<file path="src/sv/bthin_pkg.sv">
// ============================================================================
// bthin_pkg
// Shared types and constants of the binary image thinning block.
// ============================================================================
`default_nettype none

package bthin_pkg;

    localparam int DEF_MAX_ROWS = 256;
    localparam int DEF_MAX_COLS = 256;

    localparam logic [1:0] REQ_WRITE   = 2'd0;
    localparam logic [1:0] REQ_START   = 2'd1;
    localparam logic [1:0] REQ_READ    = 2'd2;
    localparam logic [1:0] REQ_UNKNOWN = 2'd3;

    localparam logic CFG_ROWS = 1'b0;
    localparam logic CFG_COLS = 1'b1;

    localparam logic [8:0]  GEOM_RESET = 9'd256;
    localparam logic [15:0] PASS_LIMIT = 16'd32768;
    localparam logic [7:0]  PIX_FG     = 8'd255;
    localparam logic [7:0]  PIX_BG     = 8'd0;

    typedef struct packed {
        logic take;
        logic rd_load;
        logic run_init;
        logic pass_init;
        logic mark_step;
        logic sw_rd;
        logic sw_wr;
        logic phase_set;
        logic pass_end;
        logic done_load;
    } bthin_cmd_t;

    typedef struct packed {
        logic out_busy;
        logic no_interior;
        logic mark_last;
        logic pix_last;
        logic changed;
        logic phase;
    } bthin_sts_t;

endpackage

`default_nettype wire

</file>
<file path="src/sv/bthin_ctrl.sv">
// ============================================================================
// bthin_ctrl
// Sequencer that accepts words and steps the datapath through the passes.
// ============================================================================
`default_nettype none

module bthin_ctrl
    import bthin_pkg::*;
(
    input  wire logic       clk,
    input  wire logic       rst_n,
    input  wire logic       in_valid,
    input  wire logic [1:0] in_req_type,
    output logic            in_ready,
    input  wire logic       out_ready,
    input  wire bthin_sts_t sts,
    output bthin_cmd_t      cmd
);

    typedef enum logic [7:0] {
        S_IDLE   = 8'b0000_0001,
        S_RDWAIT = 8'b0000_0010,
        S_PASS   = 8'b0000_0100,
        S_MARK   = 8'b0000_1000,
        S_SWRD   = 8'b0001_0000,
        S_SWWR   = 8'b0010_0000,
        S_PEND   = 8'b0100_0000,
        S_DONE   = 8'b1000_0000
    } state_t;

    state_t state_reg;
    state_t state_next;

    always_ff @(posedge clk or negedge rst_n)
    begin
        if (!rst_n)
        begin
            state_reg <= S_IDLE;
        end
        else
        begin
            state_reg <= state_next;
        end
    end

    always_comb
    begin
        state_next = state_reg;
        cmd        = '0;
        in_ready   = 1'b0;
        case (state_reg)
            S_IDLE:
            begin
                in_ready = !sts.out_busy || out_ready;
                if (in_valid && in_ready)
                begin
                    cmd.take = 1'b1;
                    if (in_req_type == REQ_READ)
                    begin
                        state_next = S_RDWAIT;
                    end
                    else if (in_req_type == REQ_START)
                    begin
                        cmd.run_init = 1'b1;
                        state_next   = S_PASS;
                    end
                end
            end
            S_RDWAIT:
            begin
                cmd.rd_load = 1'b1;
                state_next  = S_IDLE;
            end
            S_PASS:
            begin
                cmd.pass_init = 1'b1;
                state_next    = sts.no_interior ? S_PEND : S_MARK;
            end
            S_MARK:
            begin
                cmd.mark_step = 1'b1;
                if (sts.mark_last)
                begin
                    state_next = S_SWRD;
                end
            end
            S_SWRD:
            begin
                cmd.sw_rd  = 1'b1;
                state_next = S_SWWR;
            end
            S_SWWR:
            begin
                cmd.sw_wr = 1'b1;
                if (!sts.pix_last)
                begin
                    state_next = S_SWRD;
                end
                else if (!sts.phase)
                begin
                    cmd.phase_set = 1'b1;
                    state_next    = S_MARK;
                end
                else
                begin
                    state_next = S_PEND;
                end
            end
            S_PEND:
            begin
                cmd.pass_end = 1'b1;
                state_next   = sts.changed ? S_PASS : S_DONE;
            end
            S_DONE:
            begin
                cmd.done_load = 1'b1;
                state_next    = S_IDLE;
            end
            default:
            begin
                state_next = S_IDLE;
            end
        endcase
    end

endmodule

`default_nettype wire

</file>
<file path="config.mk">
export PLATFORM = sky130hd
export DESIGN_NAME = bthin_ctrl
export DESIGN_NICKNAME = d
export VERILOG_FILES = /design/src/sv/bthin_pkg.sv /design/src/sv/bthin_ctrl.sv
export SDC_FILE = /design/constraint.sdc
export NUM_CORES = 1
export LEC_CHECK = 0
export ABC_AREA = 1
export BUFFER_PORTS_ARGS = -buffer_cell sky130_fd_sc_hd__buf_2
export CAP_MARGIN = 0
export CORE_AREA = 2 2 39 41
export DETAILED_ROUTE_END_ITERATION = 16
export DIE_AREA = 0 0 41 43
export HOLD_SLACK_MARGIN = 0.06
export PLACE_DENSITY_LB_ADDON = 0.2
export SKIP_CTS_REPAIR_TIMING = 1
export SLEW_MARGIN = 20
export SYNTH_ARGS = -nofsm -noshare
export SYNTH_HDL_FRONTEND = slang
export SYNTH_SLANG_ARGS = --single-unit
</file>
<file path="constraint.sdc">
create_clock -name clk -period 1.6 [get_ports clk]
set_input_delay 0.32 -clock clk [delete_from_list [all_inputs] [get_ports clk]]
set_output_delay 0.32 -clock clk [all_outputs]
set_load 0.01 [all_outputs]
</file>
==> flow_summary.ini <==
[global_route]
use_met1 = 0.208
grt_max_degree = 9
antenna_found_initial = 0
grt_first_pass_wirelength_um = 1980
busiest_layer = met2
grt_use_total = 0.163
grt_pass1_vias = 538
overflow = 0
use_met2 = 0.250
use_met3 = 0.0314

[worst_setup_path]
rr_worst_depth = 8
cp-end-kind = primary output
startpoint_type = register
crit_fanout = 2
critical_path_class = register to primary output
arrival_ns = 1.43
cp.required_ns = 1.28

[timing]
final.period_utilization = 1.09
min_period_ns = 1.75
tightest_slew_ns = 0.241
report.final.slew_viol_count = 0
hold_viol = 0
rsz0062_at_grt = yes
timing.fmax_mhz = 571
worst_slack_ns = -0.150
relSlewSlack = 0.838
fin_skew_ns = 0.00473
finalSetupViolCount = 7

[logic_synthesis]
synth.area.top_cells = dfrtp_1 (31%), nand2_1 (11%), nor2_1 (11%)
synth_simple_gate_area_frac = 0.480
yosysSeqAreaShare = 0.358
synth_area_um2 = 563
yosysTopAreaCell = dfrtp_1
synth_compound_area_frac = 0.0178
synthesis.nets = 95
syn_inst = 81
synth_xor_xnor_area_share = 0
synth_adder_area_share = 0.0444
synth_top_family_by_area = simple AND/OR/NAND/NOR gates
yosysUniqueCellTypes = 15
synth_top_area_share = 0.311
synthMuxAreaShare = 0
syn_avg_cell_area_um2 = 6.95
yosys_warnings = 0
ys_seq_elements = 8

[cts]
ctsLongestPathBuffers = 2
htree_num_levels = 1
clk_latency_ns = 0.25
tritoncts = built
cts.sinks = 8
root_buffer = clkbuf_4
path_clk_slew_ns = 0.05
cts_buffers = 3

[floorplan]
start_util = 0.407
ios = 23
dieHeight_um = 43
core_area_mm2 = 0.00138
dieArea_mm2 = 0.00176
rows = 14
die_x_um = 41

[power]
p_switching_mw = 0.391
seq_power_share = 0.302
powerDensity_mw_per_mm2 = 1210
peakVddDrop_uv = 567
clockPowerShare = 0.174
combPwrFrac = 0.524
power.internal_mw = 0.536
leakage_nw = 0.463
swShare = 0.422

[placed_design]
place_inst = 121
hpwl_um = 969
portBuffers = 22
dp_slack_ns = 0.0658
placed_cell_area_um2 = 708
gp_congestion = 0.782

[route]
wl_per_cell_um = 9.23
first_iter_violations = 4
wl_um = 1160
drtAntennaViolNets = 0
viasPerCell = 4.46
vias = 562
drc = 0
drtPass1Iterations = 4

[min_path]
hold_path_class = primary input to register
min_path_cells = 2

[finish]
fin_cells = 126
final_cell_area_um2 = 767
fillers = 144
regArea_um2 = 201
antennaDiodeCount = 0
multi_input_area_um2 = 328
mostFrequentLayoutCell = buf_2
nets = 125
fin_util = 0.554
largest_reg_flops = 8
final_cell_mix = buf_2 (22), nand2_1 (16), nor2_1 (15)
drive_gt1_frac = 0.400
area_growth_pct = 36.2

[job]
drv_cap = 0

[status]
status = finished with violations
violations = negative setup slack
-- per-layer routing --
metal	wire (µm)	vias to the layer above
met4	12	0
met5	0	-
met1	530	242
li1	-	300
met2	561	18
met3	58	2
-- metrics by stage --
step / power (mW) / setup TNS, ns / hold slack (ns)
after detailed placement: 0.740 / 0 / 0.168
after floorplan: 0.595 / 0 / 0.0244
final: 0.926 / -0.546 / 0.248
after global placement: 0.729 / 0 / 0.167
after CTS: 0.908 / -0.898 / -0.107
after global routing: 0.999 / -1.40 / 0.255
-- cell type report --
type                            count  share of cell area
Clock buffer                        4              0.0343
Tap cell                           16              0.0261
Sequential cell                     8               0.263
Multi-Input combinational cell     58               0.427
Inverter                           15              0.0734
Timing Repair Buffer               25               0.176
-- synthesized netlist by cell type --
cell and n:
nor2_4 3, and2_4 1, nand2_4 1, nor2_1 16, o21ai_0 1, nor3_1 1, a21oi_1 1, nand2_1 16
nand2_2 3, nor2_2 6, nand3_1 7, inv_1 15, dfstp_2 1, ha_1 2, dfrtp_1 7
-- cell families after synthesis --
logic type,Yosys count
AOI/OAI and AO/OA,2
adders and majority gates,2
buffers and inverters,15
DFF,8
and+or+nand+nor,54
-- critical path: stages (launching register included) --
cell and delay (ns):
dfstp_2 0.54, inv_2 0.04, nor2_2 0.08, nand2_2 0.06, nor2_4 0.08, and2_4 0.15
nand2_4 0.04, nor2_2 0.06, buf_2 0.12
-- path summary, 6_finish.rpt --
kind / from / to / slack (ns)
max: state_reg[0]$_DFFE_PN1P_ / cmd[7] / -0.15
min: sts[1] / state_reg[7]$_DFFE_PN0P_ / 0.25
max reg2reg: state_reg[0]$_DFFE_PN1P_ / state_reg[2]$_DFFE_PN0P_ / 0.25
min reg2reg: state_reg[6]$_DFFE_PN0P_ / state_reg[5]$_DFFE_PN0P_ / 0.61
max in group asynchronous: rst_n / state_reg[0]$_DFFE_PN1P_ / 0.92
min in group asynchronous: rst_n / state_reg[5]$_DFFE_PN0P_ / 0.45
-- power by group through the flow --
stage          logic, mW  clock network [mW]  registers (mW)
6_report           0.485               0.161           0.280
4_1_cts            0.470               0.167           0.271
3_3_place_gp       0.458                   0           0.272
2_1_floorplan      0.325                   0           0.269
5_1_grt            0.542               0.172           0.285
3_5_place_dp       0.466                   0           0.274
No activity file was read; power rests on OpenSTA's default activity.
